## src/hw/rtl/mbdf_ram.sv

```systemverilog
// ----------------------------------------------------------------------------
// Generic RAM
// One write port and one read port; read data is registered and holds
// until the next read.
// ----------------------------------------------------------------------------
module mbdf_ram #(
  parameter int WIDTH = 8,
  parameter int DEPTH = 16
) (
  input  logic                     clk,
  input  logic                     we,
  input  logic [$clog2(DEPTH)-1:0] waddr,
  input  logic [WIDTH-1:0]         wdata,
  input  logic                     re,
  input  logic [$clog2(DEPTH)-1:0] raddr,
  output logic [WIDTH-1:0]         rdata
);

  logic [WIDTH-1:0] mem [DEPTH];

  // Storage write.
  always_ff @(posedge clk) begin
    if (we) begin
      mem[waddr] <= wdata;
    end
  end

  // Registered read.
  always_ff @(posedge clk) begin
    if (re) begin
      rdata <= mem[raddr];
    end
  end

endmodule

```

## config.mk

```make
export PLATFORM = sky130hd
export DESIGN_NAME = mbdf_ram
export DESIGN_NICKNAME = d
export VERILOG_FILES = /design/src/hw/rtl/mbdf_ram.sv
export SDC_FILE = /design/constraint.sdc
export NUM_CORES = 1
export LEC_CHECK = 0
export ABC_AREA = 1
export BUFFER_PORTS_ARGS = -buffer_cell sky130_fd_sc_hd__clkbuf_2
export CAP_MARGIN = 20
export CORE_ASPECT_RATIO = 0.9
export CORE_MARGIN = 2
export CORE_UTILIZATION = 50
export DETAILED_ROUTE_END_ITERATION = 10
export HOLD_SLACK_MARGIN = 0.1
export PLACE_DENSITY = 0.78
export SYNTH_ARGS = -nofsm -noshare
export SYNTH_HDL_FRONTEND = slang
export SYNTH_SLANG_ARGS = --single-unit
```

## constraint.sdc

```tcl
create_clock -name clk -period 1.63 [get_ports clk]
set_input_delay 0.0815 -clock clk [delete_from_list [all_inputs] [get_ports clk]]
set_output_delay 0.0815 -clock clk [all_outputs]
set_load 0.005 [all_outputs]
```

==> summary by stage, run 1 <==
Logic synthesis
Counting distinct cell types in the post-synthesis netlist gives 11. In this run, synthesis produced a sequential element count of roughly 140. The portion of the post-synthesis area used by sequential elements is approximately 70%. The mapped netlist covers roughly 6000 um2. A synthesized cell averages ~11 um2. The net count after synthesis is 570. The number of warning messages in the yosys log is 0.

The post-synthesis instance total is between 500 and 600.

Pwr
Sequential cells account for around half of the total power. The clock network accounts for 45.1% of the total power. The maximum VDD drop is 0.6834 mV. Internal power comes to approximately 6.3 mW. Of the total power, the share spent switching nets is 22.00%.

The overall power after layout is 8.102 mW. Combinational logic is responsible for 6.0% of the overall power. The analysis attributes to cell leakage a power of 2.932 nW. The power density relative to cell area is between 1000 and 1500 nW/um2. The power spent charging and discharging nets is roughly 1.8 mW.

Worst setup path
Walking the worst path, the cells encountered are inv_1, nand2_1, nand3_1, nand3_1, nand3_1, nand2_1. The standard cell with the maximum stage delay on the critical path is sky130_fd_sc_hd__edfxtp_1. The worst stage delay on the critical path is 0.38 ns. The maximum fanout count along the critical path is 1. The cell that appears most often on the critical path is sky130_fd_sc_hd__nand3_1. Data on the critical path arrives at its endpoint at 1.36 ns. Together, buffers and inverters on the worst path number 1. The worst setup path is of the reg -> reg kind. The worst setup path is launched from a register. The cell type group with the largest total delay on the critical path is simple AND/OR/NAND/NOR gates. The kind of end point of the critical path is a register. For the worst setup path, the data required time is 1.79 ns.

Routing
The total wirelength of the detailed-routed design is roughly 13000 um. Summing over every cut layer, the via total after detailed routing is 3961. The detailed router put a total of slightly below 6000 um of wire on met1. After detailed routing, the number of vias per cell comes to approximately 5.2. The first TritonRoute pass finished after 5 iterations.

In this run, the number of DRC markers left after iteration 0 of detailed routing was around 460. In this run the top signal layer used is met4. After detailed routing, the average wire length per cell comes to between 15 and 20 um. The total met3 wirelength after detailed routing is between 900 and 1000 um. Once detail routing completed, the nets flagged for antenna violations numbered 0. The detailed-routed wire length on met2 is between 6000 and 7000 um. For this run, design rule violations remaining after detail routing come to 0.

Clock network
The post-cts resize count is 0. The clock tree root driver cell is sky130_fd_sc_hd__clkbuf_16. The H-tree generated during clock tree synthesis spans 4 levels. The clock transition at the registers of the reported paths is approximately 0.060 ns.

The clock passes through at most 2 buffers. The count of buffers added by post-CTS timing repair for setup is 0. For this design, the sink count on the clock tree is 136. TritonCTS built the clock tree.

In this run, CTS created clock tree buffers numbering 17. The clock reaches the later pin of the worst-skew pair after approximately 0.41 ns.

Timing
Setup violations remaining at the end of the flow were counted as 0. Setup repair after global routing left no endpoint under its margin. The number of max-slew violations in the final report was 0. The routed design could run at a clock period as short as ~1.2 ns. Clock skew on the completed layout was measured at between 0.007 and 0.008 ns.

The final count of hold timing violations came to 0. Of the available clock period, the critical path in the final layout requires about 73%. The slew at the pin closest to its max-slew limit is between 0.6 and 0.7 ns. Hold is met by ~0.13 ns. The final total negative setup slack is 0 ns.

Static timing analysis puts the maximum clock frequency at 835.0 MHz. Setup slack on the critical path of the routed design comes to 0.4323 ns. The worst pin sits at a relative slew slack of 56.59%.

Cells and area
The area used by multi-input combinational logic is 1214 um2. The number of fillers in the final layout is between 900 and 1000. From synthesis to final layout, the design area changed by 15.79%. The number of nets in the layout is roughly 610.

In the layout the commonest cells are sky130_fd_sc_hd__nand2_1, sky130_fd_sc_hd__edfxtp_1, sky130_fd_sc_hd__inv_1, sky130_fd_sc_hd__nand3_1, sky130_fd_sc_hd__clkbuf_2. The library cell used most frequently in the layout, excluding fill and tap cells, is sky130_fd_sc_hd__nand2_1. The share of final-layout standard cells stronger than drive strength 1 is between 10% and 20%. The core utilization of the finished layout is 59.21%. The repair_antennas step left the layout with diodes totalling 0. The flip-flop and latch area is 4084 um2.

Floorplan
The die area is approximately 13000 um2. The effective utilization at floorplan is 51.13%. The core region is 11430 um2.

The die is about 110 um tall. The top-level I/O count is 27. The die outline width is between 100 and 150 um. The site row count is 37.

Global routing
The number of antenna violations at the first check in global routing came to 0. The global-route usage over all layers is between 20% and 30%. Summed over all layers, the global routing overflow is 0. The first global-routing pass estimated between 20000 and 25000 um of wire.

The number of global-route vias before repair is 3838. The pin count of the biggest net entering global routing is 65.

Place
The last weighted congestion value of the routability-driven placer is around 0.86. The half-perimeter wire length after detailed placement is slightly below 8000 um. Input and output buffers added on the ports amount to 26. OpenSTA, run right after detailed placement, puts the worst setup slack at 0.2747 ns.

Run status
The run finished with clean final reports.

Hold path
The path type of the worst min-delay path is in -> reg.

Flow run
The total of max-cap violations is 0.
==> sequential cells by signal, indices dropped and copies added, names as in the netlist <==
| register | cells |
|---|---|
| rdata | 8 |
| mem | 128 |
==> layout make-up <==
| class | instances | area share, % |
|---|---|---|
| clock buffers | 19 | 6.394 |
| clock inverters | 13 | 1.940 |
| inverters | 102 | 5.655 |
| multi-input cells | 289 | 17.93 |
| flip-flops and latches | 136 | 60.32 |
| well taps | 156 | 2.883 |
| repair buffers | 49 | 4.879 |
==> path summary, 6_finish.rpt <==
check / to / startpoint / slack, ns / depth (start not counted)
worst min-delay path: mem[2][2]$_DFFE_PP_ / wdata[2] / 0.13 / 1
worst max register to register: rdata[1]$_DFFE_PP_ / mem[14][1]$_DFFE_PP_ / 0.43 / 6
worst max-delay path: rdata[1]$_DFFE_PP_ / mem[14][1]$_DFFE_PP_ / 0.43 / 6
worst min register to register: rdata[5]$_DFFE_PP_ / mem[12][5]$_DFFE_PP_ / 0.74 / 6
==> cell usage after synthesis (all sizes together) <==
master / count / area [um2]
edfxtp: 136 / 4084
nand2: 173 / 649.4
inv: 102 / 382.9
buf: 24 / 166.4
nor2: 17 / 63.81
nand3b: 2 / 15.01
nand3: 97 / 485.5
==> through the flow <==
step | instance area (um2) | cells
floorplan | 5847 | 551
global placement | 6196 | 731
detailed placement | 6196 | 731
CTS | 6770 | 764
global route | 6770 | 764
finish | 6770 | 764
==> timing repair <==
item,CTS,global route
endpoints found under the setup margin,0,0
hold buffers,1,0
endpoints found under the hold margin,8,0
==> cells by family (layout without fill, tap and decap cells) <==
kind of cell	after synthesis	after routing	share of synthesized area (%)
AND/OR/NAND/NOR	289	289	20.76
flip-flops	136	136	69.85
buffers and inverters	126	183	9.394
==> layer usage <==
layer | up-vias | track usage [%]
met5 | - | 0
met4 | 0 | 7.831
met3 | 22 | 5.372
met2 | 177 | 34.80
met1 | 1893 | 31.73
li1 | 1869 | -
==> power groups by stage <==
stage	registers (mW)	clock network, mW	logic (mW)
floorplan	4.03	0	0.276
global placement	4.04	0	0.459
detailed placement	4.04	0	0.472
CTS	3.97	3.68	0.481
global route	3.97	3.86	0.532
finish	3.97	3.65	0.483
No activity file was read; power rests on OpenSTA's default activity.
==> inputs of run 2 (changes only) <==
--- a/config.mk
+++ b/config.mk
@@ -13,7 +13,7 @@
 export CORE_UTILIZATION = 50
 export DETAILED_ROUTE_END_ITERATION = 10
 export HOLD_SLACK_MARGIN = 0.1
-export PLACE_DENSITY = 0.78
+export PLACE_DENSITY = 0.81
 export SYNTH_ARGS = -nofsm -noshare
 export SYNTH_HDL_FRONTEND = slang
 export SYNTH_SLANG_ARGS = --single-unit
==> constraint.sdc (replaced) <==
create_clock -name clk -period 1 [get_ports clk]
set_input_delay 0.05 -clock clk [delete_from_list [all_inputs] [get_ports clk]]
set_output_delay 0.05 -clock clk [all_outputs]
set_load 0.005 [all_outputs]
==> summary by stage, run 2 (synthesis results as in run 1) <==
Pwr
The overall power after layout is 12.74 mW (+57%). The maximum VDD drop is 1.259 mV (+84%). The internal power is 10.06 mW (+59%). The power spent charging and discharging nets is 2.675 mW (+50%). The power density relative to cell area is 1820 nW/um2 (+52%). The register share of total power is 50.8% (+1.9 points). The share of total power in combinational logic is 6.8% (+0.8 points). The clock network fraction of design power came to 42.4% (-2.7 points). The switching power as a share of total power is 21.00% (-1.0 points). The reported leakage power was 3.041 nW (+3.7%).

Hold path
The tightest min-delay check is of the in -> reg type. The source of the worst hold timing path is wdata[0]. The end of the worst hold path is mem[14][0]$_DFFE_PP_. The worst hold path stage count came to 1 (unchanged).

Run status
The run finished, with violations left. The checks that failed: setup timing.

Global routing
The leftover overflow at the end of global routing is 0 (unchanged). The pin count of the biggest net entering global routing is 34 (-48%). The number of global-route vias before repair was 3819 (-0.50%). The first-pass GRT wire length came to 19930 um (-4.8%). The number of antenna violations at the first check in global routing is 0 (unchanged).

The global-route usage over all layers came to 21.45% (-1.1 points).

Cells and area
The share of final-layout standard cells stronger than drive strength 1 is 17.80% (+5.0 points). Leaving out fill and tap cells, the most frequent cell in the layout is sky130_fd_sc_hd__nand2_1. The number of fillers in the final layout is 876 (-6.0%). The final instance count without filler cells came to 774 (+1.3%). The flip-flop and latch area is 4084 um2 (unchanged). The layout overhead on the synthesized area is 19.71%. The number of nets in the layout was 627 (+2.1%). The number of diodes is 0 (unchanged). The largest registers in the layout are mem x128, rdata x8.

In the layout the commonest cells are sky130_fd_sc_hd__nand2_1, sky130_fd_sc_hd__edfxtp_1, sky130_fd_sc_hd__inv_1, sky130_fd_sc_hd__nand3_1, sky130_fd_sc_hd__clkbuf_2. The flip-flop count of the largest register after layout is 128 (unchanged). The core utilization of the finished layout is 61.21% (+2.0 points). The register with the most flip-flops is mem. The area used by multi-input combinational logic is 1339 um2 (+10%).

Worst setup path
The type of the worst setup path is reg -> reg. The register-to-register setup slack is -0.1 ns (-0.53 ns). The number of cell instances on the worst register-to-register path is 6 (unchanged). The kind of end point of the critical path is a register. The element type at the critical path start is a register. The data arrival at the endpoint of the critical path is 1.26 ns (-0.10 ns). The endpoint identified for the worst register-to-register timing path is rdata[6]$_DFFE_PP_.

The data required time of the critical path was 1.16 ns (-0.63 ns). The startpoint of the worst register-to-register path is mem[2][6]$_DFFE_PP_. The maximum fanout count along the critical path came to 1 (unchanged).

Timing
The number of max-slew violations in the final report is 0 (unchanged). The relative slew slack is 71.20% (+15 points). The slew at the pin closest to its max-slew limit is 0.4316 ns (-0.2185 ns). The final critical path time including I/O delays and setup is 1.100 ns (-0.09772 ns). Setup repair after global routing could not meet its margin everywhere. The post-layout worst setup margin is -0.09994 ns (-0.5323 ns). The worst-case clock skew is 0.006041 ns (-0.001654 ns). The final-layout worst hold slack is 0.1117 ns (-0.01715 ns).

The final count of hold timing violations came to 0 (unchanged). The final critical-path share of the clock period is 110.0% (+37 points). The final setup violation count came to 11 (+11). The top achievable clock speed is 909.1 MHz (+8.9%).

Floorplan
The site row count is 37 (unchanged). The die outline width is 118.0 um (unchanged). The effective utilization at floorplan is 51.13% (unchanged). The floorplan die height is 106.6 um (unchanged). The die area came to 12580 um2 (unchanged).

The top-level I/O count came to 27 (unchanged). The core outline area is 11430 um2 (unchanged).

Place
The cell count after placement came to 741 (+1.4%). The half-perimeter wire length after detailed placement was 7914 um (about the same). The number of input and output port buffers inserted is 26 (unchanged).

The last weighted congestion value of the routability-driven placer is 0.8709 (+1.8%).

Clock network
The count of buffers added by post-CTS timing repair for setup is 0 (unchanged). The clock latency on the worst-skew pair is 0.41 ns (about the same). The clock transition at the registers of the reported paths is 0.05 ns (about the same). The number of sinks driven by the clock tree is 136 (unchanged).

CTS placed an instance of sky130_fd_sc_hd__clkbuf_16 at the clock tree root. The CTS tree is built. The number of clock buffers inserted by TritonCTS was 17 (unchanged). The maximum root-to-sink buffer count was 2 (unchanged).

The number of H-tree branching levels is 4 (unchanged).

Routing
The starting DRC count in detailed routing is 466 (+0.65%). The number of iterations in the first detailed-routing pass is 5 (unchanged). The routed via count came to 3985 (+0.61%). The number of vias per cell was 5.149 (-0.69%). The DRC violation count after routing is 0 (unchanged). The count of nets left with antenna violations after detail routing is 0 (unchanged). The total wirelength of the detailed-routed design is 12880 um (-3.1%).

The routed wirelength normalized by instance count is 16.65 um (-4.4%).

Flow run
The total of max-cap violations is 0 (unchanged).
run 2: through the flow:
step	area (um2)	setup TNS, ns	setup WS [ns]
4_1_cts	6929	-0.4762	-0.06431
3_5_place_dp	6334	-1.698	-0.1925
5_1_grt	6999	-1.144	-0.1363
6_report	6999	-0.5074	-0.09994
2_1_floorplan	5847	-0.05405	-0.0008445
3_3_place_gp	6334	-1.260	-0.1908
run 2: worst max path at each step:
stage	slack (ns)	start	depth (start not counted)	to
2_1_floorplan	-0.0008	waddr[3]	2	mem[4][0]$_DFFE_PP_
3_3_place_gp	-0.19	raddr[0]	8	rdata[6]$_DFFE_PP_
3_5_place_dp	-0.19	raddr[0]	8	rdata[2]$_DFFE_PP_
4_1_cts	-0.06	mem[13][4]$_DFFE_PP_	6	rdata[4]$_DFFE_PP_
5_1_grt	-0.14	mem[5][7]$_DFFE_PP_	6	rdata[7]$_DFFE_PP_
6_report	-0.1	mem[2][6]$_DFFE_PP_	6	rdata[6]$_DFFE_PP_
run 2: repair_timing:
item,4_1_cts,5_1_grt
pin swaps,15,20
hold endpoints to repair,50,0
endpoints found under the setup margin,12,13
resized for setup,11,18
hold buffers,4,0
run 2: worst max-delay path, cell delays in order (launching register included):
cell	delay, ns
sky130_fd_sc_hd__edfxtp_1	0.37
sky130_fd_sc_hd__nand2_1	0.08
sky130_fd_sc_hd__nand2_1	0.06
sky130_fd_sc_hd__nand2_1	0.08
sky130_fd_sc_hd__nand3_2	0.12
sky130_fd_sc_hd__nand3_2	0.09
sky130_fd_sc_hd__nand2_1	0.06
run 2: per-layer routing:
| layer | up-vias | share of wire (%) | GRT usage, % |
|---|---|---|---|
| met2 | 212 | 46 | 32.43 |
| met3 | 26 | 9.8 | 6.436 |
| met4 | 0 | 1.7 | 8.003 |
| met5 | - | 0 | 0 |
| met1 | 1856 | 43 | 29.65 |
| li1 | 1891 | - | - |
run 2: layout make-up:
cell class,count,area share [%]
clock buffer,22,6.346
clock inverter,7,0.8044
inverter,102,5.470
multi-input combinational,289,19.13
sequential,136,58.35
tap,156,2.789
timing repair buffer,62,7.115
run 2: power by group through the flow:
stage | Sequential (mW) | Combinational [mW] | Clock, mW
3_5_place_dp | 6.58 | 0.800 | 0
5_1_grt | 6.48 | 0.956 | 5.68
6_report | 6.47 | 0.871 | 5.40
2_1_floorplan | 6.57 | 0.450 | 0
3_3_place_gp | 6.58 | 0.779 | 0
4_1_cts | 6.47 | 0.841 | 5.44
